## src/hw/rtl/pit_ram.sv

```systemverilog
// Generic single-write, single-read synchronous RAM with registered read.
module pit_ram #(
  parameter int W = 8,
  parameter int D = 16
) (
  input  logic                 clk,
  input  logic                 we,
  input  logic [$clog2(D)-1:0] waddr,
  input  logic [W-1:0]         wdata,
  input  logic [$clog2(D)-1:0] raddr,
  output logic [W-1:0]         rdata
);
  logic [W-1:0] mem [D];

  always_ff @(posedge clk) begin
    if (we) begin
      mem[waddr] <= wdata;
    end
    rdata <= mem[raddr];
  end
endmodule

```

## config.mk

```make
export PLATFORM = sky130hd
export DESIGN_NAME = pit_ram
export DESIGN_NICKNAME = d
export VERILOG_FILES = /design/src/hw/rtl/pit_ram.sv
export SDC_FILE = /design/constraint.sdc
export NUM_CORES = 1
export LEC_CHECK = 0
export BUFFER_PORTS_ARGS = -buffer_cell sky130_fd_sc_hd__buf_2
export CORE_UTILIZATION = 50
export CTS_BUF_LIST = sky130_fd_sc_hd__clkbuf_16
export DETAILED_ROUTE_END_ITERATION = 8
export PLACE_DENSITY = 0.67
export SYNTH_ARGS = -nofsm -noshare
export SYNTH_HDL_FRONTEND = slang
export SYNTH_SLANG_ARGS = --single-unit
```

## constraint.sdc

```tcl
create_clock -name clk -period 2.2 [get_ports clk]
set_clock_uncertainty 0.15 [all_clocks]
set_input_delay 0 -clock clk [delete_from_list [all_inputs] [get_ports clk]]
set_output_delay 0 -clock clk [all_outputs]
set_load 0.02 [all_outputs]
```

; Word level (Yosys, flattened, before mapping)
; Memory sizes are Yosys's and may differ from the RTL's. A register that Yosys moved wholly into a read port is not among the register bits.
; Index checks and enable logic that the tools add are counted.
[totals]
register_bits = 0
ram_bits = 128
input_bits = 18
output_inout_bits = 8
wordCells = 3
memories = 1
[memory_table]
columns = memory, words, width, rd, rd_clocked_by_memory_dff, write_ports, line_no
row1 = mem, 16, 8, 1, 1, 1, 13  ; logic [W-1:0] mem [D];
[classes]
n_mux = 2
[ops]
columns = cell, n
row1 = 1-bit 2-to-1 mux, 2

; Logic depth before layout (Yosys ltp)
[logic_depth]
depth_word = 2
ltp_mapped = 5
depth_no_buf = 3

; Worst setup path before layout
; Ideal clock, no wire load.
[synth_path]
path_type = input port to flip-flop
from = input port waddr[2]
to = memory mem[0][0] (enable)
setup_ns = 0.383
arrival_time_ns = 1.110
path_slack_ns = 0.557
stages = 2
n_path_buf = 0
path_cell_list = or3b_2 nor3_1
[synth_rtl]
columns = item, line_no
row1 = start: declaration, 8  ; input logic [$clog2(D)-1:0] waddr,
row2 = end: declaration, 13
; No word-level cell before the write port.

; Worst setup path after layout
[layout_path]
from = input port waddr[0]
to = memory mem[4][3] (enable)
; No word-level cell before the write port.

==> run metrics <==
Die Area=0.0107 mm²; status=finished clean; LEAKAGE=2.13 nW; H-tree levels=4; Clock Path Buffers=2; Post-CTS Resized=0; Antenna Cells=0; # rows=36; Slew @ Worst Pin=0.802 ns; Worst IR Drop VDD=554 µV; Mapped Avg Cell Area=22.5 µm²; drt via density=5.68; WL final=9880 µm; TritonCTS clock tree=built; core footprint=0.00986 mm²; # nets final=309; clk sink count=136; min cycle time layout=1.62 ns; CP max FO=8; initial antenna violation count=0; RSZ-0062 raised after global routing=false; # DRC=0; reg2reg start=mem[3][7]$_DFFE_PP_; setup TNS=0 ns; IO Port Bufs=25; register area share after synthesis=77.8%; area grow syn2layout=20.5%; Final Slew Violations=0; #FFs+latches synth=136; I/O pins=26; Synth cell types=19; Post-Synthesis Cells=229; routed via count=2,482; Ys Warns=0; Final HPWL DP=6240 µm; pre-CTS setup slack=0.541 ns; reg2reg setup slack=0.66 ns; clk slew on worst S/H paths=0.06 ns; wl on met1=4410 µm; hold slack final=0.0252 ns; worst r2r dst=rdata[7]$_DFF_P_; post-CTS setup buffer count=0; DR top layer=met4; hold_buf cts=10; DRT Pass-1 Iters=4; crit path DAT=1.58 ns; Congestion Overflow GR=0; Hold Crit Depth=3; Fin. Hold Viols=0; die width=103 µm; die height=103 µm; Routability Congestion=0.722; Starting DRT DRC Count=164; Met2 Wirelength=4790 µm; Req. time, crit path=2.16 ns; fill count=667; Initial Utilization=52.2%; area of the multi-input gates=0.00106 mm²; final setup violation count=0; worst setup slack after layout=0.580 ns; Final Util=62.9%; Antenna Nets Post-Route=0; worst min-delay path startpoint=waddr[1]; critical path type=input port to flop; CP endpoint kind=flop; Setup crit start kind=input port; mapped cell area=0.00515 mm²; worst relative slew slack=46.3%; Hold Path End=mem[0][2]$_DFFE_PP_; period utilization=73.6%; met3 wire len=510 µm; Root Driver=clkbuf_16; max-cap violation count=0; CTS buffer count=17; worst skew pair latency=0.41 ns; Synthesized Nets=247; largest net degree at the start of global routing=33; worst min path class=input port to flop; Highest Clock Rate=0.617 GHz; global-route wire length before repair=14,900 µm; PD cells=965 mW/mm²; share of cells above drive strength 1=29.6%; reg2reg path depth=3; DR WL/cell=22.6 µm; register area=0.00400 mm²; GRT Util Overall=21.1%; Tot Pwr=5.98 mW; vias in the first global route=2,441
-- critical path, cell delays in order --
cell and delay (ns):
dlygate4sd3_1 0.52, buf_2 0.15, nor3_1 0.15, dlygate4sd3_1 0.56, buf_4 0.18
-- where the power goes --
group	total [mW]	internal, mW	switching [mW]
Sequential	2.92	2.90	0.0188
Clock	2.77	1.76	1.01
Combinational	0.295	0.126	0.169
Total	5.98	4.78	1.20
-- cell families (layout without fill, tap and decap cells) --
| logic type | Yosys count | count (layout) | synth area share, % |
|---|---|---|---|
| compound gates | 16 | 16 | 2.33 |
| buf+inv | 10 | 85 | 1.68 |
| flops | 136 | 136 | 77.8 |
| mux | 32 | 32 | 15.0 |
| simple gates | 35 | 35 | 3.18 |
-- cell usage after synthesis --
library cell | n | area (µm²)
nor3_1 | 4 | 20.0
and2b_1 | 1 | 7.51
buf_4 | 1 | 7.51
nand3_1 | 1 | 5.00
buf_2 | 3 | 15.0
buf_6 | 3 | 33.8
and2_1 | 1 | 6.26
a22oi_1 | 16 | 120
mux4_2 | 18 | 405
nand3b_1 | 2 | 15.0
dfxtp_1 | 8 | 160
nor2b_1 | 1 | 6.26
clkdlybuf4s25_2 | 3 | 30.0
or3b_2 | 1 | 8.76
nand2_1 | 9 | 33.8
nor2_1 | 13 | 48.8
nand2b_1 | 2 | 12.5
edfxtp_1 | 128 | 3840
mux4_1 | 14 | 368
-- worst max path at each step --
| stage | startpoint | to | slack (ns) | depth (start not counted) |
|---|---|---|---|---|
| final | waddr[0] | mem[4][3]$_DFFE_PP_ | 0.58 | 5 |
| after CTS | waddr[0] | mem[4][3]$_DFFE_PP_ | 0.59 | 5 |
| after floorplan | waddr[2] | mem[0][0]$_DFFE_PP_ | 0.56 | 2 |
| after global placement | raddr[0] | rdata[7]$_DFF_P_ | 0.55 | 5 |
| after detailed placement | raddr[0] | rdata[7]$_DFF_P_ | 0.54 | 5 |
| after global routing | waddr[0] | mem[4][3]$_DFFE_PP_ | 0.53 | 5 |
-- layer usage --
metal / track usage [%] / up-vias
met4: 8.45 / 0
li1: - / 1098
met2: 32.3 / 92
met3: 4.91 / 15
met5: 0 / -
met1: 29.6 / 1277
-- flip-flops by register name (all words and copies together), names as in the netlist --
register	cells
mem	128
rdata	8
-- stage by stage --
step | instance area (µm²) | instances
finish | 6200 | 437
global route | 6200 | 437
CTS | 6200 | 437
detailed placement | 5510 | 395
global placement | 5510 | 395
floorplan | 5150 | 229
-- final cells by class --
class	count	area share, %
sequential	136	64.6
timing repair buffer	53	6.21
multi-input combinational	83	17.0
clock buffer	17	6.86
tap	133	2.68
clock inverter	15	2.62
-- cell usage in the layout (no fill, tap or decap), types with 4 or more instances in the layout --
cell	n
edfxtp_1	128
buf_2	25
a22oi_1	16
clkbuf_16	17
nand2_1	9
nor2_1	13
clkinvlp_4	4
buf_4	16
mux4_1	14
dlygate4sd3_1	10
mux4_2	18
nor3_1	4
dfxtp_1	8
(Power assumes the default switching activity.)
