$ cat src/hw/rtl/pit_pkg.sv
// Shared types, codes and defaults of the process-ID table.
package pit_pkg;

  localparam int SLOTS_DEF    = 128;
  localparam int ID_LIMIT_DEF = 32767;
  localparam int ID_FIRST_DEF = 2;
  localparam int BOOT_ID_DEF  = 1;

  localparam int PID_W  = 15;
  localparam int CID_W  = 16;
  localparam int STAT_W = 32;
  localparam int SIG_W  = 5;

  localparam logic [STAT_W-1:0] STATUS_FRESH = 32'h0000_baad;

  typedef enum logic [2:0] {
    ACT_ALLOC   = 3'd0,
    ACT_UNALLOC = 3'd1,
    ACT_DETACH  = 3'd2,
    ACT_EXIT    = 3'd3,
    ACT_JOIN    = 3'd4,
    ACT_SETSIG  = 3'd5,
    ACT_GETSIG  = 3'd6,
    ACT_BAD     = 3'd7
  } action_t;

  typedef enum logic [2:0] {
    RC_OK       = 3'd0,
    RC_FULL     = 3'd1,
    RC_NOPROC   = 3'd2,
    RC_INVAL    = 3'd3,
    RC_DEADLK   = 3'd4,
    RC_NOTCHILD = 3'd5,
    RC_UNIMP    = 3'd6,
    RC_NOTEXIT  = 3'd7
  } rc_t;

  localparam logic [SIG_W-1:0] SG_STOP = 5'd17;
  localparam logic [SIG_W-1:0] SG_CONT = 5'd19;

  typedef struct packed {
    logic              used;
    logic [CID_W-1:0]  id;
    logic [PID_W-1:0]  parent;
    logic              exited;
    logic [STAT_W-1:0] status;
    logic [SIG_W-1:0]  signal;
    logic              joinable;
  } entry_t;

  typedef struct packed {
    logic             start;
    logic [CID_W-1:0] id;
  } mod_req_t;

  function automatic logic sig_supported(input logic [7:0] s);
    return (s == 8'd1) || (s == 8'd2) || (s == 8'd9) || (s == 8'd15) ||
           (s == 8'd17) || (s == 8'd19) || (s == 8'd28) || (s == 8'd29);
  endfunction

endpackage

$ cat src/hw/rtl/pit_mod.sv
// Id-to-slot reduction (id mod SLOTS) by reciprocal multiplication, pipelined through id, quotient and slot registers.
module pit_mod
  import pit_pkg::*;
#(
  parameter int SLOTS = SLOTS_DEF
) (
  input  logic                     clk,
  input  logic                     rst_n,
  input  mod_req_t                 req,
  output logic                     done,
  output logic [$clog2(SLOTS)-1:0] slot
);
  localparam int SW = $clog2(SLOTS);
  localparam logic [31:0]      RECIP   = 32'((64'd1 << 32) / SLOTS);
  localparam logic [CID_W-1:0] SLOTS_C = CID_W'(SLOTS);

  logic [CID_W-1:0]  id_r, id_nxt, q_r, q_nxt;
  logic [SW-1:0]     slot_r, slot_nxt;
  logic              s1_r, s2_r, done_r;
  logic [CID_W+31:0] prod;
  logic [CID_W-1:0]  rem;

  // quotient estimate is exact or one low, so one conditional subtract fixes the remainder
  always_comb begin
    id_nxt   = req.start ? req.id : id_r;
    prod     = {32'd0, id_r} * {{CID_W{1'b0}}, RECIP};
    q_nxt    = s1_r ? prod[CID_W+31:32] : q_r;
    rem      = id_r - q_r * SLOTS_C;
    slot_nxt = slot_r;
    if (s2_r) begin
      slot_nxt = (rem >= SLOTS_C) ? SW'(rem - SLOTS_C) : SW'(rem);
    end
  end

  always_ff @(posedge clk) begin
    if (!rst_n) begin
      s1_r   <= 1'b0;
      s2_r   <= 1'b0;
      done_r <= 1'b0;
    end else begin
      s1_r   <= req.start;
      s2_r   <= s1_r;
      done_r <= s2_r;
    end
    id_r   <= id_nxt;
    q_r    <= q_nxt;
    slot_r <= slot_nxt;
  end

  assign done = done_r;
  assign slot = slot_r;
endmodule

$ cat config.mk
export PLATFORM = sky130hd
export DESIGN_NAME = pit_mod
export DESIGN_NICKNAME = d
export VERILOG_FILES = /design/src/hw/rtl/pit_pkg.sv /design/src/hw/rtl/pit_mod.sv
export SDC_FILE = /design/constraint.sdc
export NUM_CORES = 1
export LEC_CHECK = 0
export BUFFER_PORTS_ARGS = -buffer_cell sky130_fd_sc_hd__clkbuf_2
export CORE_AREA = 2 2 39 41
export CTS_CLUSTER_DIAMETER = 30
export CTS_CLUSTER_SIZE = 10
export DETAILED_ROUTE_END_ITERATION = 12
export DIE_AREA = 0 0 41 43
export PLACE_DENSITY = 0.69
export REMOVE_ABC_BUFFERS = 1
export SYNTH_ARGS = -nofsm -noshare
export SYNTH_HDL_FRONTEND = slang
export SYNTH_SLANG_ARGS = --single-unit
export TNS_END_PERCENT = 10
$ cat constraint.sdc
create_clock -name clk -period 1.3 [get_ports clk]
set_clock_uncertainty 0.2 [all_clocks]
set_input_delay 0.195 -clock clk [delete_from_list [all_inputs] [get_ports clk]]
set_output_delay 0.195 -clock clk [all_outputs]
set_load 0.02 [all_outputs]
Word level (Yosys, flattened, before mapping):

Index checks and enable logic that the tools add are counted.

* logic and storage cells: 10
* output and inout bits: 8
* bits of input ports: 19
* register bits after elaboration: 35

* multiplexer cells: 1
* magnitude comparators: 1
* add/sub/neg operators: 2

Operators with widths (count)
* 16-bit by 8-bit greater-or-equal comparator with 1-bit output (second input constant): 1
* 16-bit subtractor: 1
* 7-bit 2-to-1 mux: 1
* 7-bit by 1-bit subtractor with 7-bit output (second input constant): 1

Longest topological paths before layout:

Gate-level depths: netlist of the first run.

* depth in word-level cells: 3
* mapped depth: 1
* depth with buffers taken out: 1

Least setup slack after synthesis of the first run:

OpenSTA, ideal clock, no wires.

* path type: flip-flop to flip-flop
* from: register s2_r
* to: register slot_r[0] (netlist: slot[0]), enable pin
* cell stages (with the launch flop): 1
* data arrival time: 0.430 ns
* setup slack: 0.344 ns
* library setup time: 0.327 ns
* buffers on the path: 0
* required time: 0.773 ns
* period minus slack after synthesis: 0.956 ns
* cells stage by stage: dfxtp_1

RTL lines
* start, declared: line pit_mod.sv:19 `logic s1_r, s2_r, done_r;`
* start signal, assigned: line pit_mod.sv:42 `s2_r <= s1_r;`
* end signal, assigned: line pit_mod.sv:47 `slot_r <= slot_nxt;`
* end, declared: line pit_mod.sv:18 `logic [SW-1:0] slot_r, slot_nxt;`

No word-level cell between the ends.

Final worst setup path of the first run:

* from: register slot_r[3] (netlist: slot[3])
* to: output slot[3]

RTL lines
* end, declared: line pit_mod.sv:11 `output logic [$clog2(SLOTS)-1:0] slot`

No word-level cell between the ends.

==> results of run 1 <==
-- sequential cells by signal, indices dropped and copies added (netlist names) --
signal and flops:
s2_r 1, slot 7, s1_r 1, id_r 7, done 1
-- cells in the mapped netlist (all sizes together) --
cell,n,area share
and2,3,0.038
edfxtp,14,0.84
dfxtp,3,0.12
-- worst max-delay path by stage --
stage	to	slack [ns]	cells past startpoint
after CTS	slot[3]	0.09	1
after global routing	slot[4]	0.05	1
final	slot[3]	0.10	1
after global placement	slot[5]	0.30	0
after floorplan	slot[0]	0.34	0
after detailed placement	slot[5]	0.30	0
-- cells by family after synthesis --
group | after synthesis | share of synthesized area
flip-flops | 17 | 0.962
AND/OR/NAND/NOR | 3 | 0.0376
-- timing repair --
item,4_1_cts,5_1_grt
hold buffers,8,0
endpoints found under the hold margin,10,0
buffers inserted,0,0
resized for setup,0,0
-- cell type report --
cell class,count,share of cell area
clock buffer,3,0.0316
clock inverter,1,0.00703
tap,16,0.0281
multi-input combinational,3,0.0264
sequential,17,0.675
timing repair buffer,25,0.232
-- routing by layer --
| metal | up-vias | global-route usage | wire length (microns) |
|---|---|---|---|
| li1 | 132 | - | - |
| met1 | 101 | 0.0791 | 207 |
| met2 | 16 | 0.116 | 250 |
| met3 | 0 | 0.0157 | 72 |
| met4 | 0 | 0.0600 | 0 |
| met5 | - | 0 | 0 |
-- metrics by stage --
stage          setup slack [ns]  hold WS, ns  area [sq um]  cells  total power [uW]
5_1_grt                  0.0461       0.0572           712     65               983
2_1_floorplan             0.344       0.0939           499     20               653
3_3_place_gp              0.304        0.174           604     53               677
3_5_place_dp              0.300        0.174           604     53               678
4_1_cts                  0.0888       0.0458           712     65               951
6_report                  0.104       0.0482           712     65               940
-- where the power goes --
part | leakage, uW | switching [uW] | internal (uW)
clock | 0.0000177 | 143 | 114
sequential | 0.000157 | 7.75 | 621
combinational | 0.000113 | 22.8 | 31.3
==> qor.yml, run 1 <==
worst_setup_path:
  slowest_delay_ns: 0.36
  startpoint: "slot[3]"
  path_cells: "clkbuf_2"
  cp_max_fo: 1
  worstReg2RegEnd: "slot[1]"
  cp_top_family: "flip-flops"
  timing.rr.start: "s2_r"
  path_buf_inv: 1
  cp_data_arrival_time_ns: 0.80
  worstSetupPathType: "flip-flop to output pin"
  critPathLaunchType: "flip-flop"
  endpoint_kind: "output pin"
  worst_r2r_path_depth: 0
  crit_path_top_delay_cell: "edfxtp_1"
  rrSetupSlack_ns: 0.30
  worst_ep_required_time_ns: 0.90
cts:
  numCtsBuffers: 3
  cts_buffer_depth: 2
  htree_levels: 1
  cts_tree: "built"
  root_buffer: "clkbuf_4"
  insertion_delay_ns: 0.28
  cts.clk_slew.worst_paths_ns: 0.09
  cts_sinks: 17
power_and_ir_drop:
  ir_drop_mv: 0.597
  leakage_uw: 0.000288
  p_per_area_nw_per_um2: 1320
global_route:
  grt_use_total: 0.0737
  grt_start_max_net_pins: 11
  gr-total-overflow: 0
  grt_pass1_vias: 239
  grt_pass1_wl_microns: 848
  antenna_found_initial: 0
logic_synthesis:
  ys_ff_latch: 17
  postSynthAreaPerCell_sq_um: 25.0
  synth.cell_area_sq_um: 499
  seq_area_frac_synth: 0.962
  syn_inst: 20
  ys_types: 3
  synth_warnings: 0
finish:
  layout_commonest_cell: "clkbuf_2"
  antenna_cells: 0
  final_nets: 69
  area_delta_synth_final_pct: 42.6
  final_cell_mix: "clkbuf_2 (17), edfxtp_1 (14), dlygate4sd3_1 (8)"
  multi_input_area_sq_um: 18.8
  regArea_sq_um: 480
  post-route-util: 0.514
  n_fill_cell: 110
  drive_above_1_share: 0.429
floorplanning:
  die-width_microns: 41
  die_h_microns: 43
  core.rowCount: 14
  coreArea_sq_um: 1380
  dieArea_sq_um: 1760
  io_pins: 27
  initial_core_util: 0.361
sta:
  fin_crit_sh: 0.920
  hold_violations: 0
  slew_violations: 0
  fmax_mhz: 836
  setup_tns_ns: 0
  slew_headroom: 0.812
  fin_crit_ns: 1.20
  report.final.setup_viol: 0
  tightestPinTransition_ns: 0.282
  rsz0062_at_grt: "no"
drt:
  wire_per_inst_microns: 8.14
  via_per_inst: 3.83
  drc_errors: 0
  drt_wl_total_microns: 529
  first_pass_iters: 2
  drt.antenna.violating_nets: 0
  drtIter0Drc: 2
  vias: 249
hold_path:
  min_from: "req[16]"
  whs_path_depth: 1
  min_to: "id_r[4]"
  hold_path.class: "input pin to flip-flop"
placement:
  port_buffers: 17
  place.gp.congestion: 0.591
run:
  cap_violations: 0
status:
  status: "completed"
No activity file was read; power rests on OpenSTA's default activity.
==> inputs of run 2 (changes only) <==
CELL_PAD_IN_SITES_DETAIL_PLACEMENT = 2   (was not set)
CELL_PAD_IN_SITES_GLOBAL_PLACEMENT = 2   (was not set)
CORE_AREA = not set   (was 2 2 39 41)
CORE_MARGIN = 2   (was not set)
CORE_UTILIZATION = 27   (was not set)
DIE_AREA = not set   (was 0 0 41 43)
PLACE_DENSITY = not set   (was 0.69)
PLACE_DENSITY_LB_ADDON = 0.1   (was not set)
==> qor.yml, run 2 (synthesis results as in run 1) <==
sta:
  slew_violations: 0
  fin_crit_sh: 0.938
  fin_crit_ns: 1.22
  fmax_mhz: 820
  setup_tns_ns: 0
  report.final.setup_viol: 0
  slew_headroom: 0.775
  hold_violations: 0
  setup_slack_ns: 0.0811
  rsz0062_at_grt: "no"
  tightestPinTransition_ns: 0.337
power_and_ir_drop:
  leakage_uw: 0.000285
  ir_drop_mv: 0.635
  p_per_area_nw_per_um2: 1320
global_route:
  gr-total-overflow: 0
  grt_start_max_net_pins: 10
  grt_pass1_wl_microns: 1220
  grt_pass1_vias: 298
  antenna_found_initial: 0
  grt_use_total: 0.0885
cts:
  cts_sinks: 17
  postCtsSetupBuffers: 0
  cts_buffer_depth: 2
  insertion_delay_ns: 0.28
  htree_levels: 1
  root_buffer: "clkbuf_4"
  cts_tree: "built"
  numCtsBuffers: 3
  cts.clk_slew.worst_paths_ns: 0.09
placement:
  place.gp.congestion: 0.537
  pre_cts_ws_ns: 0.232
  port_buffers: 17
hold_path:
  hold_path.class: "input pin to flip-flop"
  whs_path_depth: 1
  min_to: "id_r[5]"
  min_from: "req[16]"
run:
  cap_violations: 0
drt:
  wire_per_inst_microns: 11.4
  drc_errors: 0
  drtIter0Drc: 0
  vias: 269
  via_per_inst: 3.64
  drt.antenna.violating_nets: 0
  first_pass_iters: 1
  drt_wl_total_microns: 847
worst_setup_path:
  worst_r2r_path_depth: 0
  endpoint_kind: "output pin"
  timing.rr.start: "s2_r"
  slowest_delay_ns: 0.38
  crit_cells: 1
  cp_top_family: "flip-flops"
  crit_path_top_delay_cell: "edfxtp_1"
  cp_max_fo: 1
  path_cells: "clkbuf_2"
  worstSetupPathType: "flip-flop to output pin"
  rrSetupSlack_ns: 0.25
  critPathLaunchType: "flip-flop"
  worstReg2RegEnd: "slot[4]"
  path_buf_inv: 1
  worst_ep_required_time_ns: 0.90
  cp_data_arrival_time_ns: 0.82
floorplanning:
  core.rowCount: 15
  dieArea_sq_um: 2210
  initial_core_util: 0.289
  die-width_microns: 47
  die_h_microns: 47
  coreArea_sq_um: 1730
  io_pins: 27
finish:
  antenna_cells: 0
  final_cell_mix: "clkbuf_2 (17), edfxtp_1 (14), dlygate4sd3_1 (8)"
  final_nets: 69
  layout_commonest_cell: "clkbuf_2"
  drive_above_1_share: 0.408
  area_delta_synth_final_pct: 44.6
status:
  status: "completed"
-- run 2: changes by cell type in the layout (fill, tap and decap cells not counted), sizes merged --
cell / delta
clkinv: -1
clkbuf: +1
-- run 2: how the worst max path moves through the flow --
stage,end,slack (ns),start
final,slot[0],0.08,slot[0]
after global routing,slot[6],0.03,slot[6]
after CTS,slot[0],0.07,slot[0]
after detailed placement,slot[4],0.23,s2_r
after global placement,slot[4],0.28,s2_r
after floorplan,slot[0],0.34,s2_r
-- run 2: layer usage --
layer | share of wire | vias to the layer above | track usage
met5 | 0 | - | 0
met4 | 0 | 0 | 0.0667
met3 | 0.055 | 0 | 0.0346
met2 | 0.54 | 10 | 0.148
met1 | 0.40 | 127 | 0.0880
li1 | - | 132 | -
-- run 2: what timing repair did --
item | CTS | global route
hold buffers | 8 | 0
hold endpoints to repair | 10 | 0
resized for setup | 0 | 0
setup endpoints to repair | 0 | 0
-- run 2: layout make-up --
class | count | area, sq um
Fill cell | 185 | 1000
Sequential cell | 17 | 480
Timing Repair Buffer | 25 | 165
Tap cell | 25 | 31.3
Clock buffer | 4 | 26.3
Multi-Input combinational cell | 3 | 18.8
-- run 2: power by group --
part / switching (uW) / internal [uW]
sequential: 9.38 / 621
combinational: 24.7 / 31.3
clock: 151 / 119
-- run 2: through the flow --
step	hold WS, ns	util	instances	total power, uW	cell area, sq um
2_1_floorplan	0.0939	-	20	653	499
3_3_place_gp	0.174	0.357	62	677	616
3_5_place_dp	0.177	0.357	62	683	616
4_1_cts	0.0768	0.418	74	975	722
5_1_grt	0.0693	0.418	74	1010	722
6_report	0.0743	0.418	74	956	722
